--- src/hw/rtl/ptt_pkg.sv ---
`timescale 1ns / 1ps
package ptt_pkg;
   localparam int SLOTS            = 16;
   localparam int SLOT_W           = 4;
   localparam int PRIO_W           = 8;
   localparam int CNT_W            = 5;
   localparam int DEF_HANDLE_BITS  = 32;
   localparam int RSP_W            = 16;

   typedef enum logic [2:0] {
      CMD_CREATE  = 3'd0,
      CMD_DESTROY = 3'd1,
      CMD_WALK    = 3'd2,
      CMD_FIND    = 3'd3,
      CMD_COUNT   = 3'd4
   } cmd_type;

   typedef enum logic [1:0] {
      ST_OK       = 2'd0,
      ST_FULL     = 2'd1,
      ST_NOTFOUND = 2'd2,
      ST_EMPTY    = 2'd3
   } status_type;

   typedef enum logic [0:0] {
      S_IDLE = 1'b0,
      S_WALK = 1'b1
   } state_type;

   // one cell's visible entry
   typedef struct packed {
      logic              valid;
      logic [SLOT_W-1:0] slot;
      logic [PRIO_W-1:0] prio;
   } entry_type;

   // command broadcast to every cell
   typedef struct packed {
      logic              ins;
      logic              del;
      logic [SLOT_W-1:0] slot;
      logic [PRIO_W-1:0] prio;
   } cell_ctl_type;
endpackage

--- src/hw/rtl/ptt_cell.sv ---
`timescale 1ns / 1ps
module ptt_cell #(
   parameter int HANDLE_BITS = 32
) (
   input  logic                  clock,
   input  logic                  reset,
   input  ptt_pkg::cell_ctl_type ctl,
   input  logic [HANDLE_BITS-1:0] key_handle,
   input  ptt_pkg::entry_type    up_entry,
   input  logic [HANDLE_BITS-1:0] up_handle,
   input  logic                  up_go,
   input  ptt_pkg::entry_type    dn_entry,
   input  logic [HANDLE_BITS-1:0] dn_handle,
   input  logic                  kill_in,
   output ptt_pkg::entry_type    entry,
   output logic [HANDLE_BITS-1:0] handle,
   output logic                  go,
   output logic                  kill_out,
   output logic                  match
);
   import ptt_pkg::*;

   logic                   valid_ff, valid_in;
   logic [SLOT_W-1:0]      slot_ff, slot_in;
   logic [PRIO_W-1:0]      prio_ff, prio_in;
   logic [HANDLE_BITS-1:0] handle_ff, handle_in;

   // insertion point and removal prefix
   assign go       = !(valid_ff && (prio_ff <= ctl.prio));
   assign kill_out = kill_in || (valid_ff && (slot_ff == ctl.slot));
   assign match    = valid_ff && (handle_ff == key_handle);
   assign entry    = '{valid: valid_ff, slot: slot_ff, prio: prio_ff};
   assign handle   = handle_ff;

   // next contents: keep, shift down, take new, or shift up
   always_comb begin
      valid_in  = valid_ff;
      slot_in   = slot_ff;
      prio_in   = prio_ff;
      handle_in = handle_ff;
      if (ctl.ins && go) begin
         if (up_go) begin
            valid_in  = up_entry.valid;
            slot_in   = up_entry.slot;
            prio_in   = up_entry.prio;
            handle_in = up_handle;
         end else begin
            valid_in  = 1'b1;
            slot_in   = ctl.slot;
            prio_in   = ctl.prio;
            handle_in = key_handle;
         end
      end else if (ctl.del && kill_out) begin
         valid_in  = dn_entry.valid;
         slot_in   = dn_entry.slot;
         prio_in   = dn_entry.prio;
         handle_in = dn_handle;
      end
   end

   always_ff @(posedge clock) begin
      if (reset) begin
         valid_ff <= 1'b0;
      end else begin
         valid_ff <= valid_in;
      end
   end

   always_ff @(posedge clock) begin
      slot_ff   <= slot_in;
      prio_ff   <= prio_in;
      handle_ff <= handle_in;
   end
endmodule

--- src/hw/rtl/priority_task_table.sv ---
`timescale 1ns / 1ps
// priority task table: 16 task slots kept in run order
// req channel carries one command (create, destroy, walk, find, count);
// rsp channel returns its results, rsp_tlast on the final one.
// the order is held in a row of cells sorted by priority, lower value first,
// equal values in order of arrival; an insert or removal shifts the cells
// by one place, all in the same cycle, each cell taking its neighbour's entry.
// a command is accepted and its first result is registered on the same
// edge, so the result is visible in the cycle after the transfer.
// create, destroy, find and count give one result each; walk gives one result
// per active slot, one result per cycle while rsp_tready does not stall, set by
// the single output register the walk index reads through.
// a new command is taken only once the previous command's results are all
// queued; a stalled rsp_tready holds the result register and the walk.
// reset empties the table: all slots inactive, count zero.
module priority_task_table #(
   parameter int HANDLE_BITS = ptt_pkg::DEF_HANDLE_BITS
) (
   input  logic clock,
   input  logic reset,
   input  logic req_tvalid,
   output logic req_tready,
   // cmd[3], slot[4], prio[8], handle[HANDLE_BITS], zero fill
   input  logic [((15 + HANDLE_BITS + 7) / 8) * 8 - 1:0] req_tdata,
   output logic rsp_tvalid,
   input  logic rsp_tready,
   // status[2], slot_out[4], active_count[5], zero fill
   output logic [ptt_pkg::RSP_W-1:0] rsp_tdata,
   output logic rsp_tlast
);
   import ptt_pkg::*;

   cmd_type                 cmd;
   logic [SLOT_W-1:0]       req_slot;
   logic [PRIO_W-1:0]       req_prio;
   logic [HANDLE_BITS-1:0]  req_handle;

   assign cmd        = cmd_type'(req_tdata[2:0]);
   assign req_slot   = req_tdata[6:3];
   assign req_prio   = req_tdata[14:7];
   assign req_handle = req_tdata[15 +: HANDLE_BITS];

   state_type          state_ff, state_in;
   logic [SLOTS-1:0]   active_ff, active_in;
   logic [CNT_W-1:0]   cnt_ff, cnt_in;
   logic [SLOT_W-1:0]  idx_ff, idx_in;
   logic               rv_ff, rv_in;
   status_type         rst_ff, rst_in;
   logic [SLOT_W-1:0]  rslot_ff, rslot_in;
   logic [CNT_W-1:0]   rcnt_ff, rcnt_in;
   logic               rlast_ff, rlast_in;

   cell_ctl_type       ctl;
   entry_type          ent [SLOTS];
   logic [HANDLE_BITS-1:0] hnd [SLOTS];
   logic [SLOTS-1:0]   go_v, kill_v, match_v;
   logic [SLOTS-1:0]   found_v;
   logic               free_any, found_any, rsp_free, accept;
   logic [SLOT_W-1:0]  free_slot, found_slot;

   // row of cells
   for (genvar g = 0; g < SLOTS; g++) begin : g_cell
      entry_type              up_e, dn_e;
      logic [HANDLE_BITS-1:0] up_h, dn_h;
      logic                   up_g, k_in;
      if (g == 0) begin : g_first
         assign up_e = '0;
         assign up_h = '0;
         assign up_g = 1'b0;
         assign k_in = 1'b0;
      end else begin : g_mid
         assign up_e = ent[g-1];
         assign up_h = hnd[g-1];
         assign up_g = go_v[g-1];
         assign k_in = kill_v[g-1];
      end
      if (g == SLOTS - 1) begin : g_last
         assign dn_e = '0;
         assign dn_h = '0;
      end else begin : g_inner
         assign dn_e = ent[g+1];
         assign dn_h = hnd[g+1];
      end
      ptt_cell #(.HANDLE_BITS(HANDLE_BITS)) u_cell (
         .clock      (clock),
         .reset      (reset),
         .ctl        (ctl),
         .key_handle (req_handle),
         .up_entry   (up_e),
         .up_handle  (up_h),
         .up_go      (up_g),
         .dn_entry   (dn_e),
         .dn_handle  (dn_h),
         .kill_in    (k_in),
         .entry      (ent[g]),
         .handle     (hnd[g]),
         .go         (go_v[g]),
         .kill_out   (kill_v[g]),
         .match      (match_v[g])
      );
   end

   // lowest free slot and lowest matching slot
   always_comb begin
      found_v = '0;
      for (int i = 0; i < SLOTS; i++) begin
         if (match_v[i]) begin
            found_v[ent[i].slot] = 1'b1;
         end
      end
      free_any   = 1'b0;
      free_slot  = '0;
      found_any  = 1'b0;
      found_slot = '0;
      for (int i = SLOTS - 1; i >= 0; i--) begin
         if (!active_ff[i]) begin
            free_any  = 1'b1;
            free_slot = SLOT_W'(i);
         end
         if (found_v[i]) begin
            found_any  = 1'b1;
            found_slot = SLOT_W'(i);
         end
      end
   end

   assign rsp_free   = !rv_ff || rsp_tready;
   assign req_tready = (state_ff == S_IDLE) && rsp_free;
   assign accept     = req_tvalid && req_tready;

   // sequencer and result register
   always_comb begin
      state_in  = state_ff;
      active_in = active_ff;
      cnt_in    = cnt_ff;
      idx_in    = idx_ff;
      rv_in     = rv_ff && !rsp_tready;
      rst_in    = rst_ff;
      rslot_in  = rslot_ff;
      rcnt_in   = rcnt_ff;
      rlast_in  = rlast_ff;
      ctl       = '{ins: 1'b0, del: 1'b0, slot: req_slot, prio: req_prio};
      case (state_ff)
         S_IDLE: begin
            if (accept) begin
               rv_in    = 1'b1;
               rst_in   = ST_OK;
               rslot_in = '0;
               rcnt_in  = '0;
               rlast_in = 1'b1;
               case (cmd)
                  CMD_CREATE: begin
                     if (free_any) begin
                        ctl.ins              = 1'b1;
                        ctl.slot             = free_slot;
                        active_in[free_slot] = 1'b1;
                        cnt_in               = cnt_ff + CNT_W'(1);
                        rslot_in             = free_slot;
                     end else begin
                        rst_in = ST_FULL;
                     end
                  end
                  CMD_DESTROY: begin
                     rslot_in = req_slot;
                     if (active_ff[req_slot]) begin
                        ctl.del             = 1'b1;
                        active_in[req_slot] = 1'b0;
                        cnt_in              = cnt_ff - CNT_W'(1);
                     end else begin
                        rst_in = ST_NOTFOUND;
                     end
                  end
                  CMD_WALK: begin
                     if (cnt_ff == '0) begin
                        rst_in = ST_EMPTY;
                     end else begin
                        rslot_in = ent[0].slot;
                        rlast_in = (cnt_ff == CNT_W'(1));
                        idx_in   = SLOT_W'(1);
                        if (cnt_ff != CNT_W'(1)) begin
                           state_in = S_WALK;
                        end
                     end
                  end
                  CMD_FIND: begin
                     if (found_any) begin
                        rslot_in = found_slot;
                     end else begin
                        rst_in = ST_NOTFOUND;
                     end
                  end
                  CMD_COUNT: begin
                     rcnt_in = cnt_ff;
                  end
                  default: begin
                     rst_in = ST_NOTFOUND;
                  end
               endcase
            end
         end
         S_WALK: begin
            if (rsp_free) begin
               rv_in    = 1'b1;
               rst_in   = ST_OK;
               rslot_in = ent[idx_ff].slot;
               rcnt_in  = '0;
               rlast_in = ((CNT_W'(idx_ff) + CNT_W'(1)) == cnt_ff);
               idx_in   = idx_ff + SLOT_W'(1);
               if (rlast_in) begin
                  state_in = S_IDLE;
               end
            end
         end
         default: begin
            state_in = S_IDLE;
         end
      endcase
   end

   always_ff @(posedge clock) begin
      if (reset) begin
         state_ff  <= S_IDLE;
         active_ff <= '0;
         cnt_ff    <= '0;
         idx_ff    <= '0;
         rv_ff     <= 1'b0;
      end else begin
         state_ff  <= state_in;
         active_ff <= active_in;
         cnt_ff    <= cnt_in;
         idx_ff    <= idx_in;
         rv_ff     <= rv_in;
      end
   end

   always_ff @(posedge clock) begin
      rst_ff   <= rst_in;
      rslot_ff <= rslot_in;
      rcnt_ff  <= rcnt_in;
      rlast_ff <= rlast_in;
   end

   assign rsp_tvalid = rv_ff;
   assign rsp_tlast  = rlast_ff;
   assign rsp_tdata  = {{(RSP_W - 11){1'b0}}, rcnt_ff, rslot_ff, rst_ff};

   // checks
   logic [SLOTS-1:0] cell_valid_v;
   always_comb begin
      for (int i = 0; i < SLOTS; i++) begin
         cell_valid_v[i] = ent[i].valid;
      end
   end

   a_cnt_active: assert property (@(posedge clock) disable iff (reset)
      CNT_W'($countones(active_ff)) == cnt_ff)
      else $error("count differs from active slots");
   a_cnt_cells: assert property (@(posedge clock) disable iff (reset)
      CNT_W'($countones(cell_valid_v)) == cnt_ff)
      else $error("cell row out of step with count");
   a_walk_idx: assert property (@(posedge clock) disable iff (reset)
      (state_ff == S_WALK) |-> (CNT_W'(idx_ff) < cnt_ff))
      else $error("walk index beyond list");
   a_accept_rsp: assert property (@(posedge clock) disable iff (reset)
      accept |=> rv_ff)
      else $error("accepted command gave no result");
endmodule

--- config.mk ---
export PLATFORM = sky130hd
export DESIGN_NAME = priority_task_table
export DESIGN_NICKNAME = d
export VERILOG_FILES = /design/src/hw/rtl/ptt_pkg.sv /design/src/hw/rtl/ptt_cell.sv /design/src/hw/rtl/priority_task_table.sv
export SDC_FILE = /design/constraint.sdc
export NUM_CORES = 2
export LEC_CHECK = 0
export BUFFER_PORTS_ARGS = -buffer_cell sky130_fd_sc_hd__clkbuf_2
export CORE_AREA = 2 2 342 344
export CTS_CLUSTER_SIZE = 40
export DETAILED_ROUTE_END_ITERATION = 7
export DIE_AREA = 0 0 344 346
export PLACE_DENSITY_LB_ADDON = 0.08
export SKIP_CTS_REPAIR_TIMING = 1
export SLEW_MARGIN = 25
export SYNTH_ARGS = -nofsm -noshare
export SYNTH_HDL_FRONTEND = slang
export SYNTH_SLANG_ARGS = --single-unit
--- constraint.sdc ---
create_clock -name clock -period 7.48 [get_ports clock]
set_clock_uncertainty 0.15 [all_clocks]
set_input_delay 0.374 -clock clock [delete_from_list [all_inputs] [get_ports clock]]
set_output_delay 0.374 -clock clock [all_outputs]
set_load 0.05 [all_outputs]
---- Yosys cells after proc, flatten, opt, wreduce, memory -nomap -nowiden ----
Cells that the tools add are included.
operators by class
  add/sub/neg operators ................... 4
  $lt $le $gt $ge ......................... 53
  equality and inequality tests ........... 45
  muxes and demuxes ....................... 362
  bitwise logic cells ..................... 20
  reduce and logical (&&, ||, !) cells .... 157
operator list
  kind                                                               number
  two-way mux 32 bit                                                 47
  equality test 32 bit                                               16
  two-way mux 8 bit                                                  47
  two-way mux 4 bit                                                  90
  two-way mux 16 bit                                                 18
  OR 16 bit                                                          16
  <= comparator 8 bit                                                16
  two-way mux 1 bit                                                  115
  logical AND 1 bit                                                  101
  less-than comparator 4 x 5 -> 1 bit, second input constant         18
  demux 1 bit (select 4 bit)                                         18
  greater-or-equal comparator 4 x 1 -> 1 bit, second input constant  18
  equality test 4 bit                                                16
  binary-select mux 13 bit (select 4 bit)                            1
  nonzero test 2 bit                                                 17
  one-hot mux 16 bit (2 select lines)                                1
  two-way mux 5 bit                                                  5
  two-way mux 12 bit                                                 2
  one-hot mux 5 bit (2 select lines)                                 2
  zero test 1 bit                                                    18
  bitwise AND 16 bit                                                 1
  logical OR 1 bit                                                   16
  inverter 16 bit                                                    1
  one-hot mux 4 bit (2 select lines)                                 2
  27 further kinds                                                   39
word-level totals
  register bits ........................... 759
  input port bits ......................... 52
  output and inout port bits .............. 19
  logic and storage cells ................. 714

---- Longest topological paths before layout ----
  word-level depth ........................ 55
  depth in mapped cells ................... 17
  depth with buffers taken out ............ 14

---- Modules after synthesis ----
From an unflattened synthesis, not the netlist that was laid out.
second synthesis, totals
  cells, all modules ...................... 4554
  area total of the unflattened synthesis .. 57441.3 um^2
by module, submodules not included
  module               times used  cells each  area each (um^2)  sequential area each (um^2)
  ptt_cell             16          244         3278.1            1341.3
  priority_task_table  1           650         4991.0            900.9

---- Worst setup path before layout ----
OpenSTA, ideal clock, no wires.
  kind .................................... register to register
  start ................................... reg rv_ff (netlist: rsp_tvalid)
  end ..................................... reg g_cell[7].u_cell.handle_ff[0] (enable)
  setup time .............................. 0.506 ns
  arrival ................................. 5.626 ns
  required time ........................... 6.824 ns
  slack ................................... 1.198 ns
  cell stages (with the launch flop) ...... 13
  buffers on the path ..................... 2
  period minus slack after synthesis ...... 6.282 ns
  cell sequence ........................... dfxtp_1 nand2b_1 and4b_1 buf_4 nand2_2 nand2_1 o21a_1 buf_6 xnor2_2 o41ai_2 nor4_4 o41a_1 o21ai_0
on the way
  longest elaborated chain between the ends .. 17
  elaborated cells on any way between the ends .. 32
  classes of those cells .................. eq/ne: 8; mux: 2; reduce/logical: 22
RTL lines
  item                                   line                        text
  from (decl)                            priority_task_table.sv:47   logic rv_ff, rv_in;
  from (signal assigned)                 priority_task_table.sv:232  rv_ff <= rv_in;
  zero test 1 bit *                      priority_task_table.sv:127  assign rsp_free = !rv_ff || rsp_tready;
  logical OR 1 bit *                     priority_task_table.sv:127
  logical AND 1 bit *                    priority_task_table.sv:128  assign req_tready = (state_ff == S_IDLE) && rsp_free;
  logical AND 1 bit *                    priority_task_table.sv:129  assign accept = req_tvalid && req_tready;
  two-way mux 6 bit *                    priority_task_table.sv:145  if (accept) begin
  two-way mux 6 bit *                    priority_task_table.sv:143  case (state_ff)
  equality test 4 bit                    ptt_cell.sv:30              assign kill_out = kill_in || (valid_ff && (slot_ff == ctl.slot));
  logical AND 1 bit                      ptt_cell.sv:30
  logical OR 1 bit (7 in series)         ptt_cell.sv:30
  logical AND 1 bit                      ptt_cell.sv:53              end else if (ctl.del && kill_out) begin
  nonzero test 2 bit (no source line) *  -
  to (signal assigned)                   ptt_cell.sv:72              handle_ff <= handle_in;
  to (decl)                              ptt_cell.sv:26              logic [HANDLE_BITS-1:0] handle_ff, handle_in;
Every way passes the cells marked *; elsewhere a longest branch is shown, timed or not.
A chain may end at the register's enable or synchronous reset.

---- Worst setup path after layout ----
  start ................................... reg active_ff[0]
  end ..................................... reg g_cell[12].u_cell.handle_ff[2] (enable)
on the way
  longest elaborated chain between the ends .. 21
  elaborated cells on any way between the ends .. 53
  classes of those cells .................. eq/ne: 13; mux: 12; reduce/logical: 28
RTL lines
  item                                                    line                        text
  from (decl)                                             priority_task_table.sv:44   logic [SLOTS-1:0] active_ff, active_in;
  from (signal assigned)                                  priority_task_table.sv:229  active_ff <= active_in;
  two-way mux 4 bit or two-way mux 1 bit (tied branches)  priority_task_table.sv:116  if (!active_ff[i]) begin
  two-way mux 4 bit                                       priority_task_table.sv:153  if (free_any) begin
  two-way mux 4 bit                                       priority_task_table.sv:151  case (cmd)
  two-way mux 6 bit *                                     priority_task_table.sv:145
  two-way mux 6 bit *                                     priority_task_table.sv:143
  equality test 4 bit                                     ptt_cell.sv:30
  logical AND 1 bit                                       ptt_cell.sv:30
  logical OR 1 bit (12 in series)                         ptt_cell.sv:30
  logical AND 1 bit                                       ptt_cell.sv:53
  nonzero test 2 bit (no source line) *                   -
  to (signal assigned)                                    ptt_cell.sv:72
  to (decl)                                               ptt_cell.sv:26
Every way passes the cells marked *; elsewhere a longest branch is shown, timed or not. The select of a mux whose other input is x is not followed.

==> flow_summary.yaml <==
sta:
  period_needed_ps: 5744
  period_share: 0.7679
  slew_headroom: 0.2834
  slew_viol_final: 0
  fin_setup_tns_ps: 0
  worst_pin_slew_ps: 1067
  fmax_mhz: 174.1
  setup_slack_ps: 1736
  whs_ps: -25.72
  hold_viol: 1
  finalSetupViolCount: 0
  rsz0062_at_grt: "false"
pwr:
  powerDensity_nw_per_um2: 181.5
  leakage_nw: 21.42
  ir_drop_v: 0.0001774
status:
  violations: "hold timing"
  status: "finished with violations"
min_path:
  holdPathEnd: "rsp_tvalid"
  hold_class: "in2reg"
  min_path_cells: 4
  hp-start: "rsp_tready"
route:
  wire_per_inst_um: 27.97
  viasPerCell: 6.057
  vias: 42950
  drc_errors: 0
  wl_um: 198300
  final_antenna_net_count: 0
  drtIter0Drc: 5145
  drtPass1Iterations: 6
final_layout:
  fillers: 11060
  syn_to_final_growth_pct: 8.897
  final_common_cell: "nand2_1"
  design_area_sq_um: 56220
  drive_above_1_share: 0.08157
  fin_util: 0.4871
  fin_nets: 5684
  layout_common_cells: "nand2_1 (842), o21ai_0 (724), edfxtp_1 (716), nor2_1 (460), xnor2_1 (388)"
  multi_input_area_sq_um: 27320
  seqCellArea_sq_um: 22360
floorplanning:
  start_util: 0.4473
  floorplan.rows: 125
  io-pin-count: 71
  chipWidth_um: 344
  die_area_sq_um: 119000
  fp.dieH_um: 346
  coreArea_sq_um: 115400
yosys:
  async_flop_share: 0
  synthSimpleGateAreaFrac: 0.1679
  ys.flop_type: "edfxtp_1"
  syn_area_sq_um: 51630
  synthAdderAreaFrac: 0.03223
  yosys_warnings: 0
  ys_ff_latch: 759
  synth_top_family_by_area: "simple AND/OR/NAND/NOR gates"
  synth_compound_area_frac: 0.1508
  avgSynthCellArea_sq_um: 9.141
  synth_edf_count: 716
  muxShareOfSynthArea: 0.08552
  synth.yosys.seq_area_share: 0.4331
  syn-instance-count: 5648
  synthXorXnorAreaFrac: 0.08562
  ys_types: 102
placed_design:
  gp_congestion: 0.9789
  portBuffers: 64
  dp.final_hpwl_um: 148500
  pre_cts_ws_ps: 1725
  place_area_sq_um: 53350
grt:
  grt_pass1_wl_um: 286000
  grt_max_degree: 92
  antenna_found_initial: 7
  grt_pass1_vias: 39890
  grt.overflow.total: 0
  grt_use_total: 0.3256
clock_network:
  htreeDepth: 3
  cts_tree: "built"
  cts_buffers: 93
  root_buffer: "clkbuf_16"
  clk_pin_slew_ps: 60
  insertion_delay_ps: 720
  clock-sinks: 759
  clock_path_buffers: 3
worst_setup_path:
  critPathKind: "reg2reg"
  cp-end-kind: "flip-flop"
  r2r_start: "active_ff[0]"
  required_ps: 7760
  path_max_fanout: 27
  start_kind: "flip-flop"
  worstPathArrival_ps: 6030
  r2r_slack_ps: 1740
  r2r_cells: 15
  reg2reg_to: "g_cell[12].u_cell.handle[2]"
  crit_start: "active_ff[0]"
run:
  maxCapViolCount: 0
## stage by stage
stage	instances	hold WS (ps)	total power [mW]
2_1_floorplan	5652	328.9	5.548
3_3_place_gp	6926	365.2	5.915
3_5_place_dp	6926	378.6	5.927
4_1_cts	7088	-114.1	10.26
5_1_grt	7091	50.52	10.52
6_report	7091	-25.72	10.20
## layout make-up
| class | count | share of cell area |
|---|---|---|
| Antenna cell | 1 | 0.00004451 |
| Tap cell | 1524 | 0.03392 |
| Timing Repair Buffer | 212 | 0.02555 |
| Clock inverter | 45 | 0.006676 |
| Sequential cell | 759 | 0.3977 |
| Inverter | 98 | 0.006543 |
| Clock buffer | 117 | 0.04353 |
| Multi-Input combinational cell | 4335 | 0.4860 |
## layer usage
| metal | wire length (um) | GRT usage | share of wire | vias to the layer above |
|---|---|---|---|---|
| li1 | - | - | - | 19940 |
| met3 | 15430 | 0.03964 | 0.078 | 257 |
| met5 | 13 | 0 | 0.000066 | - |
| met2 | 84520 | 0.4754 | 0.43 | 1904 |
| met1 | 92570 | 0.4987 | 0.47 | 20840 |
| met4 | 5799 | 0.1000 | 0.029 | 2 |
## worst max path at each step
stage	slack, ps	cells past startpoint	end
floorplan	1200	12	g_cell[7].u_cell.handle[0]
global placement	1780	15	rslot_ff[0]
detailed placement	1730	16	g_cell[12].u_cell.handle[0]
CTS	1710	15	g_cell[12].u_cell.handle[1]
global route	1370	15	g_cell[12].u_cell.handle[1]
finish	1740	15	g_cell[12].u_cell.handle[2]
## state kept, by name (all words and copies together) (netlist names)
signal                  cells
g_cell.u_cell.prio_ff     128
rsp_tvalid                  1
rst_ff                      2
g_cell.u_cell.slot_ff      64
rcnt_ff                     5
g_cell.u_cell.handle      512
rslot_ff                    4
idx_ff                      4
state_ff                    1
g_cell.u_cell.valid_ff     16
active_ff                  16
cnt_ff                      5
rsp_tlast                   1
## synth_stat cells, types with 25 or more instances
cell type    n  share of area
nand2_1    863          0.063
o21ai_0    727          0.070
edfxtp_1   716           0.42
nor2_1     462          0.034
xnor2_1    388          0.066
mux2i_1    386          0.075
a21oi_1    349          0.034
clkbuf_1   341          0.025
ha_1       133          0.032
nand4_1    119          0.014
xor2_1     113          0.019
inv_1       93         0.0068
nand2b_1    91          0.011
nand3_1     80         0.0078
nor3_1      68         0.0066
buf_2       60         0.0058
nor2b_1     53         0.0064
nor4_1      52         0.0063
dfxtp_1     43          0.017
a211oi_1    33         0.0048
buf_4       32         0.0047
o22ai_1     28         0.0034
buf_1       25         0.0018
## kinds of logic (layout without fill, tap and decap cells)
kind of cell	Yosys count	after routing
flip-flops	759	759
buffers and inverters	558	472
other	1	6
AO/OA/AOI/OAI	1369	1369
AND/OR/NAND/NOR	1914	1914
multiplexers	411	411
adder cells (fa/ha/maj)	133	133
XOR/XNOR	503	503
## report_power, final
part	internal, mW	total, mW	switching [mW]
Combinational	0.343	1.05	0.710
Sequential	4.71	4.81	0.0973
Clock	2.42	4.34	1.92
## critical path, cell delays in order, from the launching register on
cell,delay (ps)
dfxtp_1,480
nand4_1,280
nor4_4,460
nor2_4,40
buf_4,230
nor2_2,340
nor2_4,60
buf_4,250
xor2_1,260
o41ai_2,150
nor4_4,610
o41ai_1,350
o21ai_0,640
nand2b_1,160
nand2b_2,570
buf_4,400
Power figures use the tool's default switching activity.
